## src/sv/ehpp_pkg.sv

```systemverilog
// ----------------------------------------------------------------------------
// ehpp_pkg
// Shared constants, kind codes and the command type between the framing front
// end and the row walker of the headset packet parser.
// ----------------------------------------------------------------------------
package ehpp_pkg;

	localparam logic [7:0] SYNC_BYTE = 8'hAA;
	localparam logic [7:0] MAX_LEN   = 8'd170;

	localparam logic [7:0] CODE_QUALITY   = 8'h02;
	localparam logic [7:0] CODE_ATTENTION = 8'h04;
	localparam logic [7:0] CODE_MEDITATION = 8'h05;
	localparam logic [7:0] CODE_RAW       = 8'h80;
	localparam logic [7:0] CODE_BANDS     = 8'h83;

	localparam int NUM_KINDS = 12;
	localparam int NUM_BANDS = 8;
	localparam int KIND_W    = 4;
	localparam logic [KIND_W-1:0] KIND_QUALITY   = 4'd0;
	localparam logic [KIND_W-1:0] KIND_ATTENTION = 4'd1;
	localparam logic [KIND_W-1:0] KIND_MEDITATION = 4'd2;
	localparam logic [KIND_W-1:0] KIND_RAW       = 4'd3;
	localparam logic [KIND_W-1:0] KIND_BAND0     = 4'd4;
	localparam logic [KIND_W-1:0] KIND_LAST      = 4'd11;

	// Walk position: length byte below 171 plus a row length up to 255.
	localparam int POS_W = 10;

	localparam int DEF_PAYLOAD_DEPTH = 256;
	localparam int DEF_BAND_BYTES    = 3;

	// go = 0: store data at idx; go = 1: checksum good, walk data bytes.
	typedef struct packed {
		logic       go;
		logic [7:0] data;
		logic [7:0] idx;
	} cmd_t;

endpackage

```

## src/sv/ehpp_front.sv

```systemverilog
// ----------------------------------------------------------------------------
// ehpp_front
// Framing state machine: hunts sync bytes, checks the length, sums the
// payload and pushes store and walk commands into the command queue.
// ----------------------------------------------------------------------------
module ehpp_front import ehpp_pkg::*; (
	input  logic       clk,
	input  logic       arst_n,
	input  logic       rx_valid,
	output logic       rx_ready,
	input  logic [7:0] rx_byte,
	input  logic       q_full,
	output logic       q_push,
	output cmd_t       q_cmd
);

	localparam logic [2:0] F_SYNC1 = 3'd0;
	localparam logic [2:0] F_SYNC2 = 3'd1;
	localparam logic [2:0] F_LEN   = 3'd2;
	localparam logic [2:0] F_PAY   = 3'd3;
	localparam logic [2:0] F_CSUM  = 3'd4;

	logic [2:0] st_q;
	logic [7:0] len_q;
	logic [7:0] cnt_q;
	logic [7:0] sum_q;
	logic       accept;
	logic       csum_ok;
	logic [7:0] cnt_nx;

	assign rx_ready = !q_full;
	assign accept   = rx_valid && rx_ready;
	assign csum_ok  = (rx_byte == ~sum_q);
	assign cnt_nx   = cnt_q + 8'd1;

	always_comb begin
		q_push      = 1'b0;
		q_cmd.go    = 1'b0;
		q_cmd.data  = rx_byte;
		q_cmd.idx   = cnt_q;
		if (accept && st_q == F_PAY) begin
			q_push = 1'b1;
		end else if (accept && st_q == F_CSUM && csum_ok) begin
			q_push     = 1'b1;
			q_cmd.go   = 1'b1;
			q_cmd.data = len_q;
		end
	end

	always_ff @(posedge clk or negedge arst_n) begin
		if (!arst_n) begin
			st_q  <= F_SYNC1;
			len_q <= 8'd0;
			cnt_q <= 8'd0;
			sum_q <= 8'd0;
		end else if (accept) begin
			unique case (st_q)
				F_SYNC2: begin
					st_q <= (rx_byte == SYNC_BYTE) ? F_LEN : F_SYNC1;
				end
				F_LEN: begin
					// extra sync bytes before the length are skipped
					if (rx_byte != SYNC_BYTE) begin
						if (rx_byte > MAX_LEN) begin
							st_q <= F_SYNC1;
						end else begin
							len_q <= rx_byte;
							cnt_q <= 8'd0;
							sum_q <= 8'd0;
							st_q  <= (rx_byte == 8'd0) ? F_CSUM : F_PAY;
						end
					end
				end
				F_PAY: begin
					sum_q <= sum_q + rx_byte;
					cnt_q <= cnt_nx;
					if (cnt_nx >= len_q) begin
						st_q <= F_CSUM;
					end
				end
				F_CSUM: begin
					st_q <= F_SYNC1;
				end
				default: begin
					st_q <= (rx_byte == SYNC_BYTE) ? F_SYNC2 : F_SYNC1;
				end
			endcase
		end
	end

`ifndef SYNTH
	a_go_from_csum: assert property (@(posedge clk) disable iff (!arst_n)
		q_push && q_cmd.go |-> st_q == F_CSUM)
		else $error("walk command pushed outside checksum state");
`endif

endmodule

```

## src/sv/ehpp_queue.sv

```systemverilog
// ----------------------------------------------------------------------------
// ehpp_queue
// Two-entry command queue between the framing front end and the row walker.
// ----------------------------------------------------------------------------
module ehpp_queue import ehpp_pkg::*; (
	input  logic clk,
	input  logic arst_n,
	input  logic push,
	input  cmd_t push_cmd,
	output logic full,
	input  logic pop,
	output cmd_t pop_cmd,
	output logic empty
);

	localparam int QDEPTH = 2;
	localparam int PTR_W  = $clog2(QDEPTH);
	localparam int CNT_W  = $clog2(QDEPTH + 1);

	cmd_t             ent_q [QDEPTH];
	logic [PTR_W-1:0] wr_q;
	logic [PTR_W-1:0] rd_q;
	logic [CNT_W-1:0] cnt_q;

	assign full    = (cnt_q == CNT_W'(QDEPTH));
	assign empty   = (cnt_q == '0);
	assign pop_cmd = ent_q[rd_q];

	always_ff @(posedge clk) begin
		if (push) begin
			ent_q[wr_q] <= push_cmd;
		end
	end

	always_ff @(posedge clk or negedge arst_n) begin
		if (!arst_n) begin
			wr_q  <= '0;
			rd_q  <= '0;
			cnt_q <= '0;
		end else begin
			if (push) begin
				wr_q <= (wr_q == PTR_W'(QDEPTH - 1)) ? '0 : wr_q + PTR_W'(1);
			end
			if (pop) begin
				rd_q <= (rd_q == PTR_W'(QDEPTH - 1)) ? '0 : rd_q + PTR_W'(1);
			end
			if (push && !pop) begin
				cnt_q <= cnt_q + CNT_W'(1);
			end else if (pop && !push) begin
				cnt_q <= cnt_q - CNT_W'(1);
			end
		end
	end

`ifndef SYNTH
	a_no_overflow: assert property (@(posedge clk) disable iff (!arst_n)
		push |-> !full)
		else $error("command queue overflow");
	a_no_underflow: assert property (@(posedge clk) disable iff (!arst_n)
		pop |-> !empty)
		else $error("command queue underflow");
`endif

endmodule

```

## src/sv/ehpp_back.sv

```systemverilog
// ----------------------------------------------------------------------------
// ehpp_back
// Payload store and row walker: writes queued payload bytes into the store,
// walks the rows of a good packet and emits each updated kind once.
// ----------------------------------------------------------------------------
module ehpp_back import ehpp_pkg::*; #(
	parameter int PAYLOAD_DEPTH = DEF_PAYLOAD_DEPTH,
	parameter int BAND_BYTES    = DEF_BAND_BYTES
) (
	input  logic              clk,
	input  logic              arst_n,
	input  logic              q_empty,
	input  cmd_t              q_cmd,
	output logic              q_pop,
	output logic              res_valid,
	input  logic              res_ready,
	output logic [KIND_W-1:0] kind,
	output logic [31:0]       value,
	output logic              last
);

	localparam int AW     = $clog2(PAYLOAD_DEPTH);
	localparam int JW     = (BAND_BYTES > 1) ? $clog2(BAND_BYTES) : 1;
	localparam logic [7:0] BAND_TOTAL = 8'(NUM_BANDS * BAND_BYTES);

	localparam logic [2:0] B_IDLE   = 3'd0;
	localparam logic [2:0] B_CODE   = 3'd1;
	localparam logic [2:0] B_SINGLE = 3'd2;
	localparam logic [2:0] B_RLEN   = 3'd3;
	localparam logic [2:0] B_RAW    = 3'd4;
	localparam logic [2:0] B_BLEN   = 3'd5;
	localparam logic [2:0] B_BAND   = 3'd6;
	localparam logic [2:0] B_EMIT   = 3'd7;

	logic [7:0]           mem [PAYLOAD_DEPTH];
	logic [7:0]           rdata_q;
	logic                 inr_q;

	logic [2:0]           st_q;
	logic                 ph_q;
	logic [7:0]           len_q;
	logic [POS_W-1:0]     p_q;
	logic [7:0]           r_q;
	logic [2:0]           b_q;
	logic [JW-1:0]        j_q;
	logic [KIND_W-1:0]    kd_q;
	logic [KIND_W-1:0]    k_q;
	logic [31:0]          acc_q;
	logic [NUM_KINDS-1:0] seen_q;
	logic [31:0]          val_q [NUM_KINDS];

	logic                 res_valid_q;
	logic [KIND_W-1:0]    kind_q;
	logic [31:0]          value_q;
	logic                 last_q;

	logic [7:0]           byte_d;
	logic [31:0]          raw_nx;
	logic [31:0]          band_nx;
	logic                 band_end;
	logic [KIND_W-1:0]    band_kind;
	logic                 val_we;
	logic [KIND_W-1:0]    val_wa;
	logic [31:0]          val_wd;
	logic                 slot_free;
	logic [NUM_KINDS-1:0] seen_hi;

	assign q_pop     = (st_q == B_IDLE) && !q_empty;
	assign byte_d    = inr_q ? rdata_q : 8'h00;
	assign raw_nx    = {acc_q[23:0], byte_d};
	assign band_nx   = (j_q == '0) ? {24'd0, byte_d} : {acc_q[23:0], byte_d};
	assign band_end  = (j_q == JW'(BAND_BYTES - 1));
	assign band_kind = KIND_BAND0 + {1'b0, b_q};
	assign slot_free = !res_valid_q || res_ready;
	assign seen_hi   = seen_q >> k_q;

	assign res_valid = res_valid_q;
	assign kind      = kind_q;
	assign value     = value_q;
	assign last      = last_q;

	// Store writes from the queue; one read port follows the walk position.
	always_ff @(posedge clk) begin
		if (q_pop && !q_cmd.go) begin
			mem[q_cmd.idx[AW-1:0]] <= q_cmd.data;
		end
		rdata_q <= mem[p_q[AW-1:0]];
		inr_q   <= (p_q < {{(POS_W-8){1'b0}}, len_q});
	end

	always_comb begin
		val_we = 1'b0;
		val_wa = kd_q;
		val_wd = {24'd0, byte_d};
		if (ph_q) begin
			case (st_q)
				B_SINGLE: begin
					val_we = 1'b1;
				end
				B_RLEN: begin
					val_we = 1'b1;
					val_wa = KIND_RAW;
					val_wd = 32'd0;
				end
				B_RAW: begin
					val_we = 1'b1;
					val_wa = KIND_RAW;
					val_wd = raw_nx;
				end
				B_BAND: begin
					val_we = band_end;
					val_wa = band_kind;
					val_wd = band_nx;
				end
				default: begin
					val_we = 1'b0;
				end
			endcase
		end
	end

	always_ff @(posedge clk) begin
		if (val_we) begin
			val_q[val_wa] <= val_wd;
		end
	end

	always_ff @(posedge clk or negedge arst_n) begin
		if (!arst_n) begin
			st_q        <= B_IDLE;
			ph_q        <= 1'b0;
			len_q       <= 8'd0;
			p_q         <= '0;
			r_q         <= 8'd0;
			b_q         <= 3'd0;
			j_q         <= '0;
			kd_q        <= KIND_QUALITY;
			k_q         <= KIND_QUALITY;
			acc_q       <= 32'd0;
			seen_q      <= '0;
			res_valid_q <= 1'b0;
			kind_q      <= KIND_QUALITY;
			value_q     <= 32'd0;
			last_q      <= 1'b0;
		end else begin
			if (res_ready && !(st_q == B_EMIT && seen_q[k_q])) begin
				res_valid_q <= 1'b0;
			end
			unique case (st_q)
				B_IDLE: begin
					if (q_pop && q_cmd.go) begin
						len_q  <= q_cmd.data;
						p_q    <= '0;
						ph_q   <= 1'b0;
						seen_q <= '0;
						st_q   <= B_CODE;
					end
				end
				B_EMIT: begin
					if (!seen_q[k_q] || slot_free) begin
						if (seen_q[k_q]) begin
							res_valid_q <= 1'b1;
							kind_q      <= k_q;
							value_q     <= val_q[k_q];
							last_q      <= (seen_hi == NUM_KINDS'(1));
						end
						k_q <= k_q + KIND_W'(1);
						if (k_q == KIND_LAST) begin
							st_q <= B_IDLE;
						end
					end
				end
				default: begin
					// even phase: read at p_q; odd phase: act on the byte
					if (!ph_q) begin
						if (st_q == B_CODE && p_q >= {{(POS_W-8){1'b0}}, len_q}) begin
							k_q  <= KIND_QUALITY;
							st_q <= B_EMIT;
						end else begin
							ph_q <= 1'b1;
						end
					end else begin
						ph_q <= 1'b0;
						case (st_q)
							B_CODE: begin
								p_q <= p_q + POS_W'(1);
								if (byte_d == CODE_QUALITY) begin
									kd_q <= KIND_QUALITY;
									st_q <= B_SINGLE;
								end else if (byte_d == CODE_ATTENTION) begin
									kd_q <= KIND_ATTENTION;
									st_q <= B_SINGLE;
								end else if (byte_d == CODE_MEDITATION) begin
									kd_q <= KIND_MEDITATION;
									st_q <= B_SINGLE;
								end else if (byte_d == CODE_RAW) begin
									st_q <= B_RLEN;
								end else if (byte_d == CODE_BANDS) begin
									st_q <= B_BLEN;
								end
							end
							B_SINGLE: begin
								p_q          <= p_q + POS_W'(1);
								seen_q[kd_q] <= 1'b1;
								st_q         <= B_CODE;
							end
							B_RLEN: begin
								p_q              <= p_q + POS_W'(1);
								seen_q[KIND_RAW] <= 1'b1;
								acc_q            <= 32'd0;
								r_q              <= byte_d;
								st_q             <= (byte_d == 8'd0) ? B_CODE : B_RAW;
							end
							B_RAW: begin
								p_q   <= p_q + POS_W'(1);
								acc_q <= raw_nx;
								r_q   <= r_q - 8'd1;
								if (r_q == 8'd1) begin
									st_q <= B_CODE;
								end
							end
							B_BLEN: begin
								// short band rows are skipped whole
								if (byte_d < BAND_TOTAL) begin
									p_q  <= p_q + POS_W'(1) + {{(POS_W-8){1'b0}}, byte_d};
									st_q <= B_CODE;
								end else begin
									p_q  <= p_q + POS_W'(1) + {{(POS_W-8){1'b0}}, byte_d}
										- {{(POS_W-8){1'b0}}, BAND_TOTAL};
									b_q  <= 3'd0;
									j_q  <= '0;
									st_q <= B_BAND;
								end
							end
							B_BAND: begin
								p_q   <= p_q + POS_W'(1);
								acc_q <= band_nx;
								if (band_end) begin
									seen_q[band_kind] <= 1'b1;
									j_q <= '0;
									if (b_q == 3'(NUM_BANDS - 1)) begin
										st_q <= B_CODE;
									end else begin
										b_q <= b_q + 3'd1;
									end
								end else begin
									j_q <= j_q + JW'(1);
								end
							end
							default: begin
								st_q <= B_IDLE;
							end
						endcase
					end
				end
			endcase
		end
	end

`ifndef SYNTH
	a_emit_only: assert property (@(posedge clk) disable iff (!arst_n)
		$rose(res_valid_q) |-> $past(st_q) == B_EMIT)
		else $error("result raised outside emit state");
`endif

endmodule

```

## src/sv/eeg_headset_packet_parser.sv

```systemverilog
// ----------------------------------------------------------------------------
// eeg_headset_packet_parser
// Serial packet parser for a brainwave headset byte stream: framing front end,
// command queue and row walker with the payload store.
// ----------------------------------------------------------------------------
// Throughput: one byte a cycle while the two-entry command queue has room.
// The walker drains one payload byte a cycle while idle; after a good checksum it
// walks the rows with a read phase and an act phase per position (skipped band
// bytes are jumped over, a raw row past the end is walked out), then detects the
// end and steps through all 12 kinds, one a cycle while the result slot is free.
// Reset: asynchronous, active low; hunts the first sync byte, queue empty.
module eeg_headset_packet_parser import ehpp_pkg::*; #(
	parameter int PAYLOAD_DEPTH = DEF_PAYLOAD_DEPTH,
	parameter int BAND_BYTES    = DEF_BAND_BYTES
) (
	input  logic              clk,
	input  logic              arst_n,
	input  logic              rx_valid,
	output logic              rx_ready,
	input  logic [7:0]        rx_byte,
	output logic              res_valid,
	input  logic              res_ready,
	output logic [KIND_W-1:0] kind,
	output logic [31:0]       value,
	output logic              last
);

	logic q_push;
	cmd_t q_cmd_in;
	logic q_full;
	logic q_pop;
	cmd_t q_cmd_out;
	logic q_empty;

	ehpp_front u_front (
		.clk      (clk),
		.arst_n   (arst_n),
		.rx_valid (rx_valid),
		.rx_ready (rx_ready),
		.rx_byte  (rx_byte),
		.q_full   (q_full),
		.q_push   (q_push),
		.q_cmd    (q_cmd_in)
	);

	ehpp_queue u_queue (
		.clk      (clk),
		.arst_n   (arst_n),
		.push     (q_push),
		.push_cmd (q_cmd_in),
		.full     (q_full),
		.pop      (q_pop),
		.pop_cmd  (q_cmd_out),
		.empty    (q_empty)
	);

	ehpp_back #(
		.PAYLOAD_DEPTH (PAYLOAD_DEPTH),
		.BAND_BYTES    (BAND_BYTES)
	) u_back (
		.clk       (clk),
		.arst_n    (arst_n),
		.q_empty   (q_empty),
		.q_cmd     (q_cmd_out),
		.q_pop     (q_pop),
		.res_valid (res_valid),
		.res_ready (res_ready),
		.kind      (kind),
		.value     (value),
		.last      (last)
	);

endmodule

```

## config.mk

```make
export PLATFORM = sky130hd
export DESIGN_NAME = eeg_headset_packet_parser
export DESIGN_NICKNAME = d
export VERILOG_FILES = /design/src/sv/ehpp_pkg.sv /design/src/sv/ehpp_front.sv /design/src/sv/ehpp_queue.sv /design/src/sv/ehpp_back.sv /design/src/sv/eeg_headset_packet_parser.sv
export SDC_FILE = /design/constraint.sdc
export NUM_CORES = 2
export LEC_CHECK = 0
export ABC_AREA = 0
export BUFFER_PORTS_ARGS = -buffer_cell sky130_fd_sc_hd__buf_4
export CAP_MARGIN = 40
export CORE_MARGIN = 3
export CORE_UTILIZATION = 25
export DETAILED_ROUTE_END_ITERATION = 8
export SETUP_SLACK_MARGIN = 0.4
export SYNTH_ARGS = -nofsm -noshare
export SYNTH_HDL_FRONTEND = slang
export SYNTH_SLANG_ARGS = --single-unit
export TNS_END_PERCENT = 20
```

## constraint.sdc

```tcl
create_clock -name clk -period 9.34 [get_ports clk]
set_input_delay 1.401 -clock clk [delete_from_list [all_inputs] [get_ports clk]]
set_output_delay 1.401 -clock clk [all_outputs]
set_load 0.01 [all_outputs]
```

==> impl_metrics.tcl <==
set metrics [dict create \
    die_area_um2 425800 \
    core_um2 414900 \
    drc 0 \
    r2r_end "u_back.rdata_q[7]" \
    synth.ff_latch_count 2621 \
    grt_pass1_vias 54530 \
    synth.most_common_cell "edfxtp_1" \
    rsz0062_at_grt "false" \
    clkTransAtPathRegs_ps 60 \
    place_area_um2 112300 \
    numClockSinks 2621 \
    fin_skew_ps 78.22 \
    r2r_cells 10 \
    mappedNetlistArea_um2 104500 \
    die_x_um 652.6 \
    synthTopCellsByCount "edfxtp_1 (2466), mux4_2 (499), nor2_1 (413)" \
    max_freq_ghz 0.2071 \
    worst-setup-path-type "flip-flop to flip-flop" \
    cts_buffers 268 \
    routed-via-count 55000 \
    cp.arrival_ps 5540 \
    yosys_warnings 0 \
    first_iter_violations 6684 \
    drt_first_pass_iters 6 \
    layout.nets 5810 \
    place_inst 10950 \
    tightest_slew_ps 978.2 \
    place_congestion 0.8183 \
    fillers 40350 \
    antenna_found_initial 7 \
    dpl.hpwl_um 163000 \
    synth_top_cell_area_share_pct 70.86 \
    drive_gt1_share_pct 20.75 \
    hold_end "u_back.acc_q[11]" \
    grt_max_degree 147 \
    r2r_slack_ps 4510 \
    synth-main-ff-cell "edfxtp_1" \
    hold_class "flip-flop to flip-flop" \
    postCtsSetupRepairBufs 0 \
    endpoint_kind "flip-flop" \
    synthTopCellsByArea "edfxtp_1 (71%), mux4_2 (11%), dfrtp_1 (3.5%)" \
    yosysSeqAreaShare_pct 74.53 \
    clock_latency_ps 850 \
    cp_max_fo 81 \
    maxCapViolCount 0 \
    finalCriticalPeriod_ps 4829 \
    synth_largest_area_cell "edfxtp_1" \
    hold_depth 1 \
    ant_nets 0 \
    wl_per_cell_um 24.10 \
    setup_viol_count_final 0 \
    die_h_um 652.6 \
    clockRootBuffer "clkbuf_16" \
    final_area_um2 120800 \
    ys_types 79 \
    synth_enable_flop_cells 2466 \
    status "complete, no violations" \
    grt_use_total_pct 12.55 \
    slew_violations 0 \
    async_flop_share_pct 5.570 \
    cts_tree "yes" \
    ir_drop_uv 219.6 \
    syn_avg_cell_area_um2 18.86 \
    cts-resized-gates 0 \
    via_per_inst 4.811 \
    leakagePower_nw 38.28 \
    synth_cells 5542 \
    gr-total-overflow 0 \
    hold_buffers 0 \
    clk_path_buf_depth 4 \
    totalWireLength_um 275400 \
    relSlewSlack_pct 34.79 \
    std_cell_rows 236 \
    area_growth_pct 15.60 \
    stdcell_count 11430 \
    p_total_mw 34.61 \
    finalCritPeriodShare_pct 51.70 \
    p_per_area_nw_per_um2 286.5 \
    portBuffers 50 \
    start_util_pct 25.19 \
    hold_path.startpoint "u_back.acc_q[11]" \
    grt_pass1_wl_um 398200 \
    syn_nets 5601 \
    worstPathRequired_ps 10060 \
    io_pins 51 \
    h-tree-depth 5 \
    fin_tns_setup_ps 0 \
    worstReg2RegStart "u_back.p_q[2]" \
    cp-start-kind "flip-flop" \
    finalHoldViolations 0 \
]
-- cell usage in the layout, fill, tap and decap left out, types with 28 or more instances in the layout --
master | Yosys | layout
clkbuf_1 | 173 | 57
a22oi_1 | 37 | 37
a211oi_1 | 30 | 30
dfrtp_1 | 146 | 136
nand2_1 | 225 | 223
inv_1 | 47 | 46
o22ai_1 | 37 | 37
and2_1 | 36 | 35
clkinv_1 | 0 | 39
a21o_1 | 28 | 28
ha_1 | 45 | 45
a221oi_1 | 78 | 78
nor3_1 | 30 | 30
o21ai_0 | 159 | 158
nand3_1 | 35 | 35
buf_4 | 25 | 211
mux4_2 | 499 | 499
edfxtp_1 | 2466 | 2466
mux2_2 | 50 | 42
clkinv_2 | 0 | 46
mux2i_1 | 340 | 340
nor2_1 | 413 | 396
a21oi_1 | 142 | 142
clkbuf_16 | 0 | 274
-- per-stage QoR --
stage	hold slack (ps)	utilization, %	setup WS, ps
floorplan	440.2	-	5070
CTS	471.3	29.10	4431
global route	477.0	29.12	4298
finish	466.4	29.12	4511
detailed placement	458.0	27.08	4405
global placement	451.1	26.82	3909
-- metal layers --
layer  GRT usage [%]  routed length (µm)
met4           3.704                8218
met1           17.56              115500
met2           19.51              126900
met3           2.725               24780
met5               0                   0
-- area by class of cell --
cell class / count / area, µm² / area share, %
timing repair buffer: 261 / 2460 / 2.036
clock buffer: 337 / 7153 / 5.921
sequential: 2621 / 77910 / 64.49
tap: 5474 / 6849 / 5.669
clock inverter: 135 / 1232 / 1.020
inverter: 50 / 192.7 / 0.1595
multi-input combinational: 2549 / 25000 / 20.69
antenna: 3 / 7.507 / 0.006214
-- how the worst max path moves through the flow --
stage                       start             endpoint  slack [ps]  cells past startpoint
floorplan              rx_byte[6]  u_queue.ent_q[0][0]        5070                      6
global placement    u_back.p_q[2]    u_back.rdata_q[2]        3910                      8
detailed placement  u_back.p_q[2]    u_back.rdata_q[7]        4400                     10
CTS                 u_back.p_q[2]    u_back.rdata_q[7]        4430                     10
global route        u_back.p_q[2]    u_back.rdata_q[7]        4300                     10
finish              u_back.p_q[2]    u_back.rdata_q[7]        4510                     10
-- where the power goes --
group          total, mW  internal [mW]  switching, mW
registers           14.2           13.8          0.425
clock network       10.4           5.91           4.49
logic               10.0           3.73           6.30
-- registers in the layout (all words and copies together) (netlist names), 4 cells and up --
signal,flops
u_back.kind,4
u_queue.ent_q,34
u_front.sum_q,8
u_front.len_q,8
u_back.k_q,4
u_back.seen_q,12
u_back.val_q,384
u_back.mem,2048
u_back.acc_q,24
u_back.value,32
u_back.p_q,10
u_back.len_q,8
u_back.rdata_q,8
u_back.r_q,8
u_front.cnt_q,8
-- critical path: stages (launching register included) --
cell      delay (ps)
dfrtp_4          650
buf_12           470
buf_4            640
nor2b_4          630
a221oi_1         270
o21ai_0          200
a21oi_1          120
nor3_1           720
o311ai_0         380
a31oi_1          510
a21oi_1           80
-- kinds of logic (layout without fill, tap and decap cells) --
group,count (synthesis),count (layout),share of synthesized area [%]
other,0,3,0
AO/OA/AOI/OAI,717,717,4.608
AND/OR/NAND/NOR,852,852,3.532
multiplexers,895,895,14.61
flip-flops,2621,2621,74.53
XOR/XNOR,38,38,0.3185
buffers and inverters,372,783,1.825
adder cells (fa/ha/maj),47,47,0.5771
No activity file was read; power rests on OpenSTA's default activity.
